### src/mbfl_pkg.sv
// ----------------------------------------------------------------------------
// mbfl_pkg
// Shared types and constants of the memory bit-flip fail logger.
// ----------------------------------------------------------------------------
package mbfl_pkg;

    localparam int MAX_RECORDS = 256;
    localparam int WORD_BITS   = 64;

    localparam int DATA_W = 64;
    localparam int ADDR_W = 32;
    localparam int SLOT_W = 8;
    localparam int BIT_W  = 6;
    localparam int CNT_W  = $clog2(MAX_RECORDS + 1);

    localparam logic [DATA_W-1:0] WORD_MASK = {DATA_W{1'b1}} >> (DATA_W - WORD_BITS);
    localparam logic [CNT_W-1:0]  CNT_CAP   = CNT_W'(MAX_RECORDS);
    localparam logic [CNT_W-1:0]  CNT_LAST  = CNT_W'(MAX_RECORDS - 1);

    typedef enum logic [0:0] {
        ST_IDLE,
        ST_RUN
    } t_state;

    // controller to datapath
    typedef struct packed {
        logic load;
        logic emit;
    } t_cmd;

    // datapath to controller
    typedef struct packed {
        logic done;
        logic last;
        logic out_free;
    } t_sts;

endpackage

### src/mbfl_if.sv
// ----------------------------------------------------------------------------
// mbfl_if
// Valid/ready channels for scanned words and fail records.
// ----------------------------------------------------------------------------
interface mbfl_in_if;
    logic                        valid;
    logic                        ready;
    logic                        scan_start;
    logic [mbfl_pkg::ADDR_W-1:0] word_address;
    logic [mbfl_pkg::DATA_W-1:0] read_word;
    logic [mbfl_pkg::DATA_W-1:0] pattern_word;

    modport source (output valid, scan_start, word_address, read_word, pattern_word,
                    input ready);
    modport sink   (input valid, scan_start, word_address, read_word, pattern_word,
                    output ready);
endinterface

interface mbfl_out_if;
    logic                        valid;
    logic                        ready;
    logic [mbfl_pkg::SLOT_W-1:0] fail_slot;
    logic [mbfl_pkg::BIT_W-1:0]  flip_bit;
    logic                        flip_direction;
    logic [mbfl_pkg::ADDR_W-1:0] fail_address;
    logic [mbfl_pkg::DATA_W-1:0] expected_value;
    logic [mbfl_pkg::DATA_W-1:0] observed_value;
    logic                        run_last;

    modport source (output valid, fail_slot, flip_bit, flip_direction, fail_address,
                    expected_value, observed_value, run_last,
                    input ready);
    modport sink   (input valid, fail_slot, flip_bit, flip_direction, fail_address,
                    expected_value, observed_value, run_last,
                    output ready);
endinterface

### src/mbfl_ctrl.sv
// ----------------------------------------------------------------------------
// mbfl_ctrl
// Sequencer: loads a word, then steps one fail record per free output slot.
// ----------------------------------------------------------------------------
module mbfl_ctrl (
    input  logic            i_clk,
    input  logic            i_rst_n,
    input  logic            i_in_valid,
    output logic            o_in_ready,
    input  mbfl_pkg::t_sts  i_sts,
    output mbfl_pkg::t_cmd  o_cmd
);

    mbfl_pkg::t_state r_state;
    mbfl_pkg::t_state n_state;

    always_ff @(posedge i_clk) begin
        if (!i_rst_n) begin
            r_state <= mbfl_pkg::ST_IDLE;
        end else begin
            r_state <= n_state;
        end
    end

    always_comb begin
        logic finish;
        n_state    = r_state;
        o_in_ready = 1'b0;
        o_cmd      = '0;
        finish     = 1'b0;
        unique case (r_state)
            mbfl_pkg::ST_IDLE: begin
                finish = 1'b1;
            end
            mbfl_pkg::ST_RUN: begin
                o_cmd.emit = !i_sts.done && i_sts.out_free;
                finish     = i_sts.done || (i_sts.out_free && i_sts.last);
            end
            default: begin
                finish = 1'b1;
            end
        endcase
        // no item is taken while reset is held
        if (finish && i_rst_n) begin
            o_in_ready = 1'b1;
            o_cmd.load = i_in_valid;
            n_state    = i_in_valid ? mbfl_pkg::ST_RUN : mbfl_pkg::ST_IDLE;
        end
    end

endmodule

### src/mbfl_dp.sv
// ----------------------------------------------------------------------------
// mbfl_dp
// Word registers, remaining-difference mask, record counter, output register.
// ----------------------------------------------------------------------------
module mbfl_dp (
    input  logic                        i_clk,
    input  logic                        i_rst_n,
    input  mbfl_pkg::t_cmd              i_cmd,
    output mbfl_pkg::t_sts              o_sts,
    input  logic                        i_scan_start,
    input  logic [mbfl_pkg::ADDR_W-1:0] i_word_address,
    input  logic [mbfl_pkg::DATA_W-1:0] i_read_word,
    input  logic [mbfl_pkg::DATA_W-1:0] i_pattern_word,
    output logic                        o_out_valid,
    input  logic                        i_out_ready,
    output logic [mbfl_pkg::SLOT_W-1:0] o_fail_slot,
    output logic [mbfl_pkg::BIT_W-1:0]  o_flip_bit,
    output logic                        o_flip_direction,
    output logic [mbfl_pkg::ADDR_W-1:0] o_fail_address,
    output logic [mbfl_pkg::DATA_W-1:0] o_expected_value,
    output logic [mbfl_pkg::DATA_W-1:0] o_observed_value,
    output logic                        o_run_last
);

    logic [mbfl_pkg::ADDR_W-1:0] r_addr;
    logic [mbfl_pkg::DATA_W-1:0] r_seen;
    logic [mbfl_pkg::DATA_W-1:0] r_want;
    logic [mbfl_pkg::DATA_W-1:0] r_diff;
    logic [mbfl_pkg::DATA_W-1:0] n_diff;
    logic [mbfl_pkg::CNT_W-1:0]  r_cnt;
    logic [mbfl_pkg::CNT_W-1:0]  n_cnt;
    logic                        r_ovalid;

    logic [mbfl_pkg::DATA_W-1:0] low_bit;
    logic [mbfl_pkg::DATA_W-1:0] diff_rest;
    logic [mbfl_pkg::BIT_W-1:0]  low_idx;
    logic                        cap_hit;
    logic                        rec_last;

    // isolate lowest differing bit
    assign low_bit   = r_diff & (~r_diff + mbfl_pkg::DATA_W'(1));
    assign diff_rest = r_diff & ~low_bit;

    always_comb begin
        low_idx = '0;
        for (int i = 0; i < mbfl_pkg::WORD_BITS; i++) begin
            if (low_bit[i]) begin
                low_idx = low_idx | mbfl_pkg::BIT_W'(i);
            end
        end
    end

    assign cap_hit  = (r_cnt >= mbfl_pkg::CNT_CAP);
    assign rec_last = (diff_rest == '0) || (r_cnt == mbfl_pkg::CNT_LAST);

    assign o_sts.done     = (r_diff == '0) || cap_hit;
    assign o_sts.last     = rec_last;
    assign o_sts.out_free = !r_ovalid || i_out_ready;

    always_comb begin
        n_diff = r_diff;
        n_cnt  = r_cnt;
        if (i_cmd.emit) begin
            n_diff = diff_rest;
            n_cnt  = r_cnt + mbfl_pkg::CNT_W'(1);
        end
        if (i_cmd.load) begin
            n_diff = (i_read_word ^ i_pattern_word) & mbfl_pkg::WORD_MASK;
            if (i_scan_start) begin
                n_cnt = '0;
            end
        end
    end

    always_ff @(posedge i_clk) begin
        if (!i_rst_n) begin
            r_cnt    <= '0;
            r_diff   <= '0;
            r_ovalid <= 1'b0;
        end else begin
            r_cnt  <= n_cnt;
            r_diff <= n_diff;
            if (i_cmd.emit) begin
                r_ovalid <= 1'b1;
            end else if (i_out_ready) begin
                r_ovalid <= 1'b0;
            end
        end
    end

    always_ff @(posedge i_clk) begin
        if (i_cmd.load) begin
            r_addr <= i_word_address;
            r_seen <= i_read_word & mbfl_pkg::WORD_MASK;
            r_want <= i_pattern_word & mbfl_pkg::WORD_MASK;
        end
        if (i_cmd.emit) begin
            o_fail_slot      <= r_cnt[mbfl_pkg::SLOT_W-1:0];
            o_flip_bit       <= low_idx;
            o_flip_direction <= |(r_seen & low_bit);
            o_fail_address   <= r_addr;
            o_expected_value <= r_want;
            o_observed_value <= r_seen;
            o_run_last       <= rec_last;
        end
    end

    assign o_out_valid = r_ovalid;

endmodule

### src/memory_bitflip_fail_logger_core.sv
// ----------------------------------------------------------------------------
// memory_bitflip_fail_logger_core
// Compares each scanned word with its pattern and logs one record per flip.
// ----------------------------------------------------------------------------
//  channel  dir  handshake    item
//  i_in     in   valid/ready  scan_start, word_address, read_word, pattern_word
//  o_out    out  valid/ready  fail_slot, flip_bit, flip_direction, fail_address,
//                             expected_value, observed_value, run_last
//
//  A matching word logs nothing; a word with flips logs one record per cycle
//  while o_out is free, out of the lowest-set-bit step on the difference mask.
//  The next word is taken in the cycle the last record is registered.
//  Reset (i_rst_n low, synchronous) clears the state machine, the record count
//  and the output valid. A stalled o_out holds the record and pauses the scan.
// ----------------------------------------------------------------------------
module memory_bitflip_fail_logger_core (
    input  logic       i_clk,
    input  logic       i_rst_n,
    mbfl_in_if.sink    i_in,
    mbfl_out_if.source o_out
);

    mbfl_pkg::t_cmd cmd;
    mbfl_pkg::t_sts sts;

    mbfl_ctrl u_ctrl (
        .i_clk      (i_clk),
        .i_rst_n    (i_rst_n),
        .i_in_valid (i_in.valid),
        .o_in_ready (i_in.ready),
        .i_sts      (sts),
        .o_cmd      (cmd)
    );

    mbfl_dp u_dp (
        .i_clk            (i_clk),
        .i_rst_n          (i_rst_n),
        .i_cmd            (cmd),
        .o_sts            (sts),
        .i_scan_start     (i_in.scan_start),
        .i_word_address   (i_in.word_address),
        .i_read_word      (i_in.read_word),
        .i_pattern_word   (i_in.pattern_word),
        .o_out_valid      (o_out.valid),
        .i_out_ready      (o_out.ready),
        .o_fail_slot      (o_out.fail_slot),
        .o_flip_bit       (o_out.flip_bit),
        .o_flip_direction (o_out.flip_direction),
        .o_fail_address   (o_out.fail_address),
        .o_expected_value (o_out.expected_value),
        .o_observed_value (o_out.observed_value),
        .o_run_last       (o_out.run_last)
    );

endmodule

### src/flat_wrapper.sv
// flat-port wrapper written by rule: the top's interface ports become plain ports
module memory_bitflip_fail_logger_core_flat 
  (i_clk, i_rst_n, i_in_valid, i_in_scan_start, i_in_word_address, i_in_read_word, i_in_pattern_word, i_in_ready, o_out_valid, o_out_fail_slot, o_out_flip_bit, o_out_flip_direction, o_out_fail_address, o_out_expected_value, o_out_observed_value, o_out_run_last, o_out_ready);
  mbfl_in_if i_in_i ();
  mbfl_out_if o_out_i ();
  input  logic i_clk;
  input  logic i_rst_n;
  input wire logic [$bits(i_in_i.valid)-1:0] i_in_valid;
  input wire logic [$bits(i_in_i.scan_start)-1:0] i_in_scan_start;
  input wire logic [$bits(i_in_i.word_address)-1:0] i_in_word_address;
  input wire logic [$bits(i_in_i.read_word)-1:0] i_in_read_word;
  input wire logic [$bits(i_in_i.pattern_word)-1:0] i_in_pattern_word;
  output wire logic [$bits(i_in_i.ready)-1:0] i_in_ready;
  output wire logic [$bits(o_out_i.valid)-1:0] o_out_valid;
  output wire logic [$bits(o_out_i.fail_slot)-1:0] o_out_fail_slot;
  output wire logic [$bits(o_out_i.flip_bit)-1:0] o_out_flip_bit;
  output wire logic [$bits(o_out_i.flip_direction)-1:0] o_out_flip_direction;
  output wire logic [$bits(o_out_i.fail_address)-1:0] o_out_fail_address;
  output wire logic [$bits(o_out_i.expected_value)-1:0] o_out_expected_value;
  output wire logic [$bits(o_out_i.observed_value)-1:0] o_out_observed_value;
  output wire logic [$bits(o_out_i.run_last)-1:0] o_out_run_last;
  input wire logic [$bits(o_out_i.ready)-1:0] o_out_ready;
  assign i_in_i.valid = i_in_valid;
  assign i_in_i.scan_start = i_in_scan_start;
  assign i_in_i.word_address = i_in_word_address;
  assign i_in_i.read_word = i_in_read_word;
  assign i_in_i.pattern_word = i_in_pattern_word;
  assign i_in_ready = i_in_i.ready;
  assign o_out_valid = o_out_i.valid;
  assign o_out_fail_slot = o_out_i.fail_slot;
  assign o_out_flip_bit = o_out_i.flip_bit;
  assign o_out_flip_direction = o_out_i.flip_direction;
  assign o_out_fail_address = o_out_i.fail_address;
  assign o_out_expected_value = o_out_i.expected_value;
  assign o_out_observed_value = o_out_i.observed_value;
  assign o_out_run_last = o_out_i.run_last;
  assign o_out_i.ready = o_out_ready;
  memory_bitflip_fail_logger_core u_core (.i_clk(i_clk), .i_rst_n(i_rst_n), .i_in(i_in_i), .o_out(o_out_i));
endmodule
### config.mk
export PLATFORM = sky130hd
export DESIGN_NAME = memory_bitflip_fail_logger_core_flat
export DESIGN_NICKNAME = d
export VERILOG_FILES = /design/src/mbfl_pkg.sv /design/src/mbfl_if.sv /design/src/mbfl_ctrl.sv /design/src/mbfl_dp.sv /design/src/memory_bitflip_fail_logger_core.sv /design/src/flat_wrapper.sv
export SDC_FILE = /design/constraint.sdc
export NUM_CORES = 1
export LEC_CHECK = 0
export CORE_MARGIN = 4
export CORE_UTILIZATION = 45
export DETAILED_ROUTE_END_ITERATION = 7
export DONT_BUFFER_PORTS = 1
export PLACE_DENSITY = 0.62
export SETUP_SLACK_MARGIN = 0.2
export SLEW_MARGIN = 20
export SYNTH_ARGS = -nofsm -noshare
export SYNTH_HDL_FRONTEND = slang
export SYNTH_SLANG_ARGS = --single-unit
### constraint.sdc
create_clock -name i_clk -period 8.2 [get_ports i_clk]
set_input_delay 0.82 -clock i_clk [delete_from_list [all_inputs] [get_ports i_clk]]
set_output_delay 0.82 -clock i_clk [all_outputs]
set_load 0.01 [all_outputs]
==> out/results.env, run 1 <==
NETLIST_TOP_CELLS_COUNT='sky130_fd_sc_hd__edfxtp_1 (336), sky130_fd_sc_hd__nand2_1 (84), sky130_fd_sc_hd__nand3_1 (76)'
CELL_WITH_THE_MOST_INSTANCES_AFTER_SYNTHESIS='sky130_fd_sc_hd__edfxtp_1'
WL_PER_CELL_UM=27.6
SYN-MEAN-INSTANCE-AREA_UM2=14.1
SYNTHDISTINCTLIBCELLS=74
FIRST_PASS_GRT_WIRE_LENGTH_UM=66400
WORSTSETUPPATHTYPE='reg -> out'
OVERFLOW=0
HOLD_WS_PS=339
CP_DATA_REQUIRED_TIME_PS=7380
DRCVIOLATIONCOUNT=0
MIN_PATH_TYPE='in -> reg'
GRT_ANTENNA_BEFORE_REPAIR=0
SYNTH_SEQUENTIAL_AREA_RATIO_PCT=70.5
CRIT_PATH_MAX_INCR_DELAY_PS=870
POWER.CLOCK.FRACTION_PCT=39.9
YOSYSWARNINGCOUNT=0
CTS_ROOT_BUF='sky130_fd_sc_hd__clkbuf_16'
SYNTH-XOR-AREA-SHARE_PCT=3.78
MIN_PERIOD_PS=5770
N_ANTENNA_CELL=0
GRT.TOTAL_USAGE_PCT=22.5
SETUP.WORST_PATH.START_CLASS='flop'
TOTALWIRELENGTH_UM=45800
SYNTH_ASYNC_SR_FLOP_SHARE_PCT=0
DETAILEDPLACEMENTHPWL_UM=33300
DETAILEDROUTE.FIRSTITERATIONVIOLATIONS=812
VIAS_IN_THE_FIRST_GLOBAL_ROUTE=9822
POST_SYNTH_FA_HA_MAJ_AREA_FRACTION_PCT=0.213
ROUTED_VIA_DENSITY=6.03
FIN_SKEW_PS=18.9
DIE_Y_UM=199
SETUP_VIOL=0
NNETSFINAL=1330
CRIT_SLOWEST_CELL='sky130_fd_sc_hd__nor3_1'
RUN_STATUS='completed'
SETUP_SLACK_PS=2430
YOSYS.AREA_SHARE.SIMPLE_PCT=11.6
GRT_START_MAX_NET_PINS=133
FILLERINSTANCES=2996
NETLIST.TOP_CELL.BY_AREA='sky130_fd_sc_hd__edfxtp_1'
WORST_SKEW_PAIR.LATE_LATENCY_PS=570
PATH_CELLS='nor4_1 > nand4_1 > nor3_1 > o21ai_0 > or4_4 > nor4_4 > a31oi_1 > o21ai_1 > and2_1'
PWR_DENSITY_CELL_nW_PER_UM2=269
SYNTH_AREA_LEADERS='sky130_fd_sc_hd__edfxtp_1 (61%), sky130_fd_sc_hd__dfxtp_1 (9.1%), sky130_fd_sc_hd__mux2i_1 (3.8%)'
CELLLEAKAGEPOWER_nW=5.92
CLOCK_PATH_BUFFERS=3
YS_DOMINANT_REG_CELL='sky130_fd_sc_hd__edfxtp_1'
TIMING_HOLD_VIOLATIONS_FINAL=0
IO_PINS=343
CTSRESIZECOUNT=0
SWSHARE_PCT=24.2
PATH_MAX_FANOUT=13
AREAGROWTHSYNTHTOFINISH_PCT=11.1
YOSYSTOPAREACELLSHARE_PCT=61.4
NUMPORTBUFFERS=0
CORE_AR_UM2=35800
CRIT_ARRIVAL_PS=4950
NETSWITCHINGPOWER_mW=1.19
GRT_SETUP_UNREPAIRED='false'
DR.PASS1.ITERS=5
POST-PLACE-WS_PS=2930
H-TREE-DEPTH=2
YOSYS_REGISTER_BITS=411
WORST-SLEW-PIN-TRANSITION_PS=1400
FINAL_LAYOUT_SIZE_SUFFIX_GT1_SHARE_PCT=7.10
MAX_FREQ_MHz=173
MAPPEDNETLISTAREA_UM2=16400
POST-ROUTE-PERIOD-UTIL_PCT=70.3
WORST-PATH-BUF-INV=0
CTS_SETUP_BUFFERS=0
PEAKVDDDROP_uV=177
CTS_TREE='yes'
YOSYS-MUX-AREA-FRACTION_PCT=3.91
FINAL.SETUP.TNS_PS=0
SYNTH_CELLS=1163
CTS_SINKS=411
POSTROUTEANTENNANETS=0
CTS_MADE_BUFFERS=43
SYNTH_COMPOUND_GATE_AREA_SHARE_PCT=7.51
SYNTH-EDFF-COUNT=336
POWER.TOTAL_mW=4.92
FLOORPLAN.ROWS=69
COMBINATIONAL_FAMILY_WITH_THE_MOST_AREA_AFTER_SYNTHESIS='simple AND/OR/NAND/NOR gates'
CLKSLEWWORSTSETUPHOLDPATHS_PS=60
CP-END-KIND='primary output'
CTS.HOLD.BUFFERS_ADDED=0
POSTSYNTHNETCOUNT=1330
DIEAREA_UM2=39600
MAXCAPVIOLATIONS=0
DIEWIDTH_UM=199
SHARE_SEQ_OF_TOTAL_POWER_PCT=51.5
FINAL-MAX-SLEW-VIOLATION-COUNT=0
RELSLEWSLACK_PCT=4.15
CRIT_FAMILY='simple AND/OR/NAND/NOR gates'
INITIAL_CELL_DENSITY_OF_THE_CORE_PCT=45.9
PLACE_CONGESTION=0.960
INTERNAL-POWER_mW=3.73
COMB_POWER_SHARE_PCT=8.6
ROUTE.VIAS.TOTAL=10000
flip-flops by register name, indices dropped and copies added, names as in the netlist:
signal                        cells
u_core.u_ctrl.r_state             1
u_core.u_dp.r_want               64
u_core.u_dp.o_expected_value     64
u_core.u_dp.o_flip_direction      1
u_core.u_dp.o_observed_value     64
u_core.u_dp.o_fail_address       32
u_core.u_dp.r_diff               64
u_core.u_dp.r_addr               32
u_core.u_dp.o_flip_bit            6
u_core.u_dp.o_out_valid           1
u_core.u_dp.o_fail_slot           8
u_core.u_dp.o_run_last            1
u_core.u_dp.r_seen               64
u_core.u_dp.r_cnt                 9
worst reg2reg max path, stage by stage (launching register included):
cell and delay, ps:
sky130_fd_sc_hd__dfxtp_1 420, sky130_fd_sc_hd__nor4_1 840, sky130_fd_sc_hd__nand4_1 620, sky130_fd_sc_hd__nor3_1 870, sky130_fd_sc_hd__o21ai_0 160, sky130_fd_sc_hd__or4_4 560
sky130_fd_sc_hd__nor4_4 300, sky130_fd_sc_hd__nand3_1 150, sky130_fd_sc_hd__o31ai_4 360, sky130_fd_sc_hd__buf_12 580
power groups by stage:
stage	registers [mW]	clock network (mW)	logic, mW
floorplan	2.52	0	0.325
global placement	2.57	0	0.422
detailed placement	2.57	0	0.418
CTS	2.53	2.01	0.421
global route	2.54	2.11	0.463
finish	2.53	1.96	0.423
cell usage in the layout (no fill, tap or decap), drive strengths merged, types with 5 or more instances in the layout:
cell type | Yosys | layout
nor4b | 6 | 6
clkinv | 1 | 15
o311ai | 9 | 9
buf | 14 | 8
o211ai | 26 | 26
or4 | 11 | 11
nand4 | 23 | 23
o31ai | 5 | 5
nor4 | 27 | 27
clkbuf | 39 | 57
mux2i | 63 | 63
xnor2 | 69 | 69
edfxtp | 336 | 336
a31oi | 7 | 7
and2 | 7 | 7
and3 | 13 | 13
a2111oi | 5 | 5
o2111ai | 6 | 6
dfxtp | 75 | 75
o21ai | 17 | 17
nor2 | 60 | 60
inv | 24 | 26
nand3 | 76 | 76
a221oi | 5 | 5
nand2 | 84 | 84
or3 | 10 | 10
or2 | 8 | 8
nor3 | 24 | 24
a21oi | 33 | 33
a21boi | 5 | 5
bufinv | 0 | 5
final timing paths:
| check | from | to | slack [ps] | cells past startpoint |
|---|---|---|---|---|
| worst max-delay path | u_core.u_dp.r_diff[11] | i_in_ready | 2430 | 9 |
| worst min-delay path | i_in_scan_start | u_core.u_dp.r_cnt[8] | 340 | 1 |
| worst max register to register | u_core.u_dp.r_diff[11] | u_core.u_dp.r_want[15] | 2770 | 9 |
| worst min register to register | u_core.u_dp.r_want[52] | u_core.u_dp.o_expected_value[52] | 420 | 0 |
cell type report:
cell class | instances | area (um^2) | area share, %
Clock buffer | 57 | 1200 | 6.58
Clock inverter | 23 | 245 | 1.34
Inverter | 25 | 101 | 0.555
Multi-Input combinational cell | 674 | 4460 | 24.4
Sequential cell | 411 | 11600 | 63.5
Tap cell | 461 | 577 | 3.16
Timing Repair Buffer | 8 | 85.1 | 0.466
cells by family after synthesis:
kind of cell,Yosys count
DFF,411
and+or+nand+nor,367
AOI/OAI and AO/OA,169
buffers and inverters,78
xor gates and xnor gates,71
muxes,64
adders and majority gates,3
per-layer routing:
metal / wire length, um / part of all wire, % / track usage, %
met4: 1070 / 2.3 / 6.56
met5: 0 / 0 / 0
met1: 19700 / 43 / 32.1
met3: 4610 / 10 / 6.81
met2: 20400 / 45 / 33.8
metrics by stage:
stage | utilization (%) | instances | area [um^2]
2_1_floorplan | - | 1163 | 16400
3_3_place_gp | 46.9 | 1579 | 16800
3_5_place_dp | 46.9 | 1579 | 16800
4_1_cts | 51.0 | 1659 | 18300
5_1_grt | 51.0 | 1659 | 18300
6_report | 51.0 | 1659 | 18300
Power figures use the tool's default switching activity.
==> inputs of run 2 (changes only) <==
Settings changed: PLACE_DENSITY 0.62 to 0.64.
Clock period 8.2 ns to 5.1 ns, I/O delays scaled along.
==> out/results.env, run 2 (synthesized netlist as in run 1, its figures left out) <==
POST-PLACE-WS_PS=434  # -2500 ps
MOST_FREQUENT_STANDARD_CELL_IN_THE_LAYOUT_EXCLUDING_FILL_AND_TAP_CELLS='sky130_fd_sc_hd__edfxtp_1'
IO_PINS=343  # unchanged
MIN_PERIOD_PS=4780
HOLD_WS_PS=40.2  # -298 ps
SETUP_VIOL=0  # unchanged
DIEAREA_UM2=39600  # unchanged
CRIT_ARRIVAL_PS=4270  # -680 ps
TOTALWIRELENGTH_UM=47400  # +3.5%
MIN_PATH_TYPE='in -> reg'
DRCVIOLATIONCOUNT=0  # unchanged
SHARE_SEQ_OF_TOTAL_POWER_PCT=51.6  # about the same
CPMOSTUSEDCELL='sky130_fd_sc_hd__or4_4'
FIN_SKEW_PS=23.6  # +4.73 ps
AREAGROWTHSYNTHTOFINISH_PCT=13.5
MAX_FREQ_MHz=209
INITIAL_CELL_DENSITY_OF_THE_CORE_PCT=45.9  # unchanged
POWER.TOTAL_mW=7.85  # +60%
GRT_SETUP_UNREPAIRED='false'
POWER.CLOCK.FRACTION_PCT=38.6  # -1.3 points
GRT.TOTAL_USAGE_PCT=23.4  # +0.82 points
FINAL-MAX-SLEW-VIOLATION-COUNT=0  # unchanged
INTERNAL-POWER_mW=5.91  # +59%
OVERFLOW=0  # unchanged
RUN_STATUS='completed'
LAYOUTNONFILLERINSTCOUNT=1707  # +2.9%
POSTROUTEANTENNANETS=0  # unchanged
ROUTE.VIAS.TOTAL=10300  # +2.6%
GRT_ANTENNA_BEFORE_REPAIR=1  # +1
DPL-INSTANCE-AREA_UM2=17200  # +2.3%
CTS_TREE='yes'
PLACE_INST=1623  # +2.8%
CLKSLEWWORSTSETUPHOLDPATHS_PS=60  # about the same
PATH_CELLS='or4_4 > or4b_4 > or4_4 > a22o_1 > or4_4 > nor4_4 > a31oi_2 > o21ai_2 > and2_4'
FIN_AREA_UM2=18700  # +2.2%
FINAL_LAYOUT_SIZE_SUFFIX_GT1_SHARE_PCT=12.0  # +4.9 points
CLOCK_PATH_BUFFERS=3  # unchanged
CORE_AR_UM2=35800  # unchanged
H-TREE-DEPTH=2  # unchanged
SWSHARE_PCT=24.8  # +0.59 points
ROUTED_VIA_DENSITY=6.02  # -0.26%
CTS_MADE_BUFFERS=43  # unchanged
DETAILEDROUTE.FIRSTITERATIONVIOLATIONS=935  # +15%
NNETSFINAL=1379  # +3.7%
FINAL.SETUP.TNS_PS=0  # unchanged
CRIT_FAMILY='simple AND/OR/NAND/NOR gates'
PATH_MAX_FANOUT=8  # -5
RELSLEWSLACK_PCT=12.3  # +8.1 points
N_ANTENNA_CELL=0  # unchanged
PEAKVDDDROP_uV=293  # +65%
CTS_SINKS=411  # unchanged
CRIT_PATH_MAX_INCR_DELAY_PS=590  # -280 ps
FIRST_PASS_GRT_WIRE_LENGTH_UM=68500  # +3.1%
FILLERINSTANCES=2956  # -1.3%
MAXCAPVIOLATIONS=0  # unchanged
WORST-SLEW-PIN-TRANSITION_PS=1280  # -119 ps
CP_DATA_REQUIRED_TIME_PS=4590  # -2790 ps
DIEWIDTH_UM=199  # unchanged
CRIT_SLOWEST_CELL='sky130_fd_sc_hd__or4_4'
PLACE_CONGESTION=0.977  # +1.7%
SETUP_SLACK_PS=323  # -2110 ps
POST-ROUTE-PERIOD-UTIL_PCT=93.7
COMB_POWER_SHARE_PCT=9.9  # +1.3 points
POSTLAYOUTCOREUTIL_PCT=52.1  # +1.1 points
NUMPORTBUFFERS=0  # unchanged
SETUP.WORST_PATH.START_CLASS='flop'
GRT_START_MAX_NET_PINS=134  # +0.75%
NETSWITCHINGPOWER_mW=1.94  # +64%
CTS_ROOT_BUF='sky130_fd_sc_hd__clkbuf_16'
DIE_Y_UM=199  # unchanged
PWR_DENSITY_CELL_nW_PER_UM2=421  # +56%
DETAILEDPLACEMENTHPWL_UM=35200  # +5.5%
TIMING_HOLD_VIOLATIONS_FINAL=0  # unchanged
MOST-COMMON-LAYOUT-CELLS='sky130_fd_sc_hd__edfxtp_1 (336), sky130_fd_sc_hd__nand2_1 (84), sky130_fd_sc_hd__nand3_1 (76)'
DR.PASS1.ITERS=7  # +2
WL_PER_CELL_UM=27.8  # +0.63%
VIAS_IN_THE_FIRST_GLOBAL_ROUTE=10200  # +3.6%
FLOORPLAN.ROWS=69  # unchanged
WORST_SKEW_PAIR.LATE_LATENCY_PS=570  # about the same
CELLLEAKAGEPOWER_nW=6.19  # +4.4%
CP-END-KIND='primary output'
WORSTSETUPPATHTYPE='reg -> out'
WORST-PATH-BUF-INV=0  # unchanged
## run 2: changes by cell type in the layout (fill, tap and decap cells not counted), moves of 2 or more
cell,before,now
sky130_fd_sc_hd__bufinv_16,5,3
sky130_fd_sc_hd__a2111oi_1,2,0
sky130_fd_sc_hd__clkinv_1,12,2
sky130_fd_sc_hd__buf_12,2,7
sky130_fd_sc_hd__a2111oi_0,3,5
sky130_fd_sc_hd__clkinv_2,2,12
sky130_fd_sc_hd__buf_4,6,49
## run 2: per-layer routing
layer,up-vias,global-route usage [%],part of all wire [%]
met5,-,0,0.017
met4,2,7.24,2.5
met3,85,7.76,10
met2,574,34.7,45
met1,5000,32.9,43
li1,4613,-,-
## run 2: worst reg2reg max path, cell delays in order, from the launching register on
cell,delay [ps]
sky130_fd_sc_hd__dfxtp_1,390
sky130_fd_sc_hd__or4_4,590
sky130_fd_sc_hd__or4b_4,570
sky130_fd_sc_hd__or4_4,530
sky130_fd_sc_hd__a22o_1,260
sky130_fd_sc_hd__or4_4,490
sky130_fd_sc_hd__nor4_4,330
sky130_fd_sc_hd__nand3_1,180
sky130_fd_sc_hd__o31ai_4,370
sky130_fd_sc_hd__buf_12,240
sky130_fd_sc_hd__buf_12,290
## run 2: power groups by stage
stage	combinational (mW)	clock, mW	sequential [mW]
floorplan	0.523	0	4.04
global placement	0.759	0	4.11
detailed placement	0.755	0	4.11
CTS	0.761	3.11	4.05
global route	0.845	3.26	4.07
finish	0.775	3.03	4.05
## run 2: path summary, 6_finish.rpt
kind | slack [ps] | cells past startpoint | to | startpoint
max reg2reg | 510 | 10 | u_core.u_dp.r_seen[31] | u_core.u_dp.r_diff[12]
min | 40 | 0 | u_core.u_dp.r_want[0] | i_in_pattern_word[0]
max | 320 | 9 | i_in_ready | u_core.u_dp.r_diff[12]
min reg2reg | 410 | 0 | u_core.u_dp.o_expected_value[56] | u_core.u_dp.r_want[56]
## run 2: area by class of cell
type	instances	area, um^2	share of cell area, %
Sequential cell	411	11600	62.1
Multi-Input combinational cell	674	4490	24.0
Clock buffer	55	1160	6.23
Tap cell	461	577	3.09
Timing Repair Buffer	57	518	2.78
Clock inverter	24	221	1.19
Inverter	25	101	0.543
## run 2: repair_timing
action,in CTS,in global routing
endpoints found under the setup margin,1,13
pin swaps,0,2
endpoints found under the hold margin,1,0
gates resized for setup,1,7
setup buffers,0,4
hold buffers,1,0
==> inputs of run 3 (changes only) <==
Settings changed: CORE_UTILIZATION 45 to 57, PLACE_DENSITY 0.64 to 0.77.
==> out/results.env, run 3 (synthesized netlist as in run 1, its figures left out) <==
RUN_STATUS='completed'
CRIT_ARRIVAL_PS=4230  # -40 ps
MAX_FREQ_MHz=211  # +0.77%
STARTPOINT='u_core.u_dp.r_diff[12]'
WORST-SLEW-PIN-TRANSITION_PS=980  # -303 ps
FIRST_PASS_GRT_WIRE_LENGTH_UM=70300  # +2.7%
PLACE_CONGESTION=1.00  # +2.6%
HOLD_WC_STARTPOINT='i_in_scan_start'
CTS_MADE_BUFFERS=40  # -7.0%
MIN_PERIOD_PS=4740  # -36.7 ps
PATH_MAX_FANOUT=8  # unchanged
FIN_AREA_UM2=18400  # -1.1%
WORSTSETUPPATHTYPE='reg -> out'
DRCVIOLATIONCOUNT=0  # unchanged
GRT_ANTENNA_BEFORE_REPAIR=1  # unchanged
SETUP_SLACK_PS=359  # +36.7 ps
PLACE_INST=1542  # -5.0%
PEAKVDDDROP_uV=291  # -0.59%
CTS_ROOT_BUF='sky130_fd_sc_hd__clkbuf_16'
DIEAREA_UM2=31600  # -20%
POWER.TOTAL_mW=7.72  # -1.8%
WORST_SKEW_PAIR.LATE_LATENCY_PS=530  # -40 ps
DETAILEDROUTE.FIRSTITERATIONVIOLATIONS=1077  # +15%
CTSRESIZECOUNT=0  # -1
CTS_SETUP_BUFFERS=0  # unchanged
INITIAL_CELL_DENSITY_OF_THE_CORE_PCT=58.5  # +13 points
WORST_R2R_ENDPOINT='u_core.u_dp.r_seen[12]'
TIMING_HOLD_VIOLATIONS_FINAL=0  # unchanged
GRT_START_MAX_NET_PINS=139  # +3.7%
MOST_FREQUENT_STANDARD_CELL_IN_THE_LAYOUT_EXCLUDING_FILL_AND_TAP_CELLS='sky130_fd_sc_hd__edfxtp_1'
FINAL-MAX-SLEW-VIOLATION-COUNT=0  # unchanged
CTS_TREE='yes'
SETUP.WORST_PATH.START_CLASS='flop'
DPL-INSTANCE-AREA_UM2=17100  # -0.36%
N_ANTENNA_CELL=0  # unchanged
POSTROUTEANTENNANETS=0  # unchanged
FF2FF_SETUP_SLACK_PS=580  # +70 ps
CORE_AR_UM2=28100  # -22%
MOST-COMMON-LAYOUT-CELLS='sky130_fd_sc_hd__edfxtp_1 (336), sky130_fd_sc_hd__nand2_1 (84), sky130_fd_sc_hd__nand3_1 (76)'
LAYOUTNONFILLERINSTCOUNT=1614  # -5.4%
DIEWIDTH_UM=178  # -11%
WORST_SETUP_PATH_ENDPOINT='i_in_ready'
PWR_DENSITY_CELL_nW_PER_UM2=418  # -0.64%
NUMPORTBUFFERS=0  # unchanged
CLKSLEWWORSTSETUPHOLDPATHS_PS=60  # about the same
MAXCAPVIOLATIONS=0  # unchanged
CP-END-KIND='primary output'
OVERFLOW=0  # unchanged
IO_PINS=343  # unchanged
FIN_SKEW_PS=10.9  # -12.7 ps
CLOCK_PATH_BUFFERS=3  # unchanged
POST-ROUTE-PERIOD-UTIL_PCT=93.0  # -0.72 points
AREAGROWTHSYNTHTOFINISH_PCT=12.2
ROUTE.VIAS.TOTAL=10600  # +2.7%
CP_DATA_REQUIRED_TIME_PS=4590  # about the same
RR_STARTPOINT='u_core.u_dp.r_diff[12]'
RELSLEWSLACK_PCT=33.0  # +21 points
GRT_SETUP_UNREPAIRED='false'
WL_PER_CELL_UM=29.9  # +7.5%
SETUP_VIOL=0  # unchanged
POST-PLACE-WS_PS=520  # +85.6 ps
ROUTED_VIA_DENSITY=6.54  # +8.6%
MIN_PATH_TYPE='in -> reg'
VIAS_IN_THE_FIRST_GLOBAL_ROUTE=10700  # +5.0%
FINAL_LAYOUT_SIZE_SUFFIX_GT1_SHARE_PCT=10.9  # -1.0 points
TOTALWIRELENGTH_UM=48200  # +1.6%
DR.PASS1.ITERS=5  # -2
HOLD_WS_PS=63.8  # +23.6 ps
WORST-R2R-CELL-COUNT=10  # unchanged
POSTLAYOUTCOREUTIL_PCT=65.7  # +14 points
NNETSFINAL=1373  # -0.44%
CTS.HOLD.BUFFERS_ADDED=0  # -1
GRT.TOTAL_USAGE_PCT=29.9  # +6.5 points
CTS_SINKS=411  # unchanged
DETAILEDPLACEMENTHPWL_UM=35100  # -0.13%
FINAL.SETUP.TNS_PS=0  # unchanged
FLOORPLAN.ROWS=61  # -12%
DIE_Y_UM=178  # -11%
CELLLEAKAGEPOWER_nW=6.12  # -1.0%
H-TREE-DEPTH=2  # unchanged
[run 3: cell types whose count changed in the layout (fill, tap and decap cells not counted), sizes merged]
cell	before	now
clkbuf	55	49
clkinvlp	2	1
dlygate4sd3	1	0
buf	56	54
[run 3: area by class of cell]
type	instances	area (um^2)
sequential	411	11600
inverter	25	101
tap	378	473
timing repair buffer	54	518
multi-input combinational	674	4480
fill	2072	9640
clock inverter	23	208
clock buffer	49	1070
[run 3: worst min path at each step]
stage                                       endpoint  slack [ps]  cells after the start
floorplan            u_core.u_dp.o_expected_value[0]         400                      0
global placement    u_core.u_dp.o_expected_value[20]         400                      0
detailed placement  u_core.u_dp.o_expected_value[14]         400                      0
CTS                             u_core.u_dp.r_cnt[3]          50                      1
global route                    u_core.u_dp.r_cnt[7]          50                      1
finish                          u_core.u_dp.r_cnt[4]          60                      1
[run 3: power breakdown]
group | total (mW) | internal, mW | switching [mW]
clock network | 2.88 | 1.66 | 1.22
registers | 4.05 | 3.85 | 0.203
logic | 0.781 | 0.278 | 0.502
total | 7.72 | 5.79 | 1.93
[run 3: routing by layer]
metal	up-vias	part of all wire, %	global-route usage (%)	routed length (um)
met5	-	0	0	0
met4	0	2.4	7.64	1130
met3	88	12	10.9	5850
met2	659	46	46.4	22000
met1	5215	40	40.5	19200
li1	4592	-	-	-
[run 3: worst max-delay path, stage by stage (launching register included)]
cell and delay, ps:
sky130_fd_sc_hd__dfxtp_1 370, sky130_fd_sc_hd__or4_4 580, sky130_fd_sc_hd__or4b_4 570, sky130_fd_sc_hd__or4_4 520, sky130_fd_sc_hd__a22o_1 260, sky130_fd_sc_hd__or4_4 500, sky130_fd_sc_hd__nor4_4 320, sky130_fd_sc_hd__a31oi_2 170
sky130_fd_sc_hd__o21ai_2 190, sky130_fd_sc_hd__and2_1 210
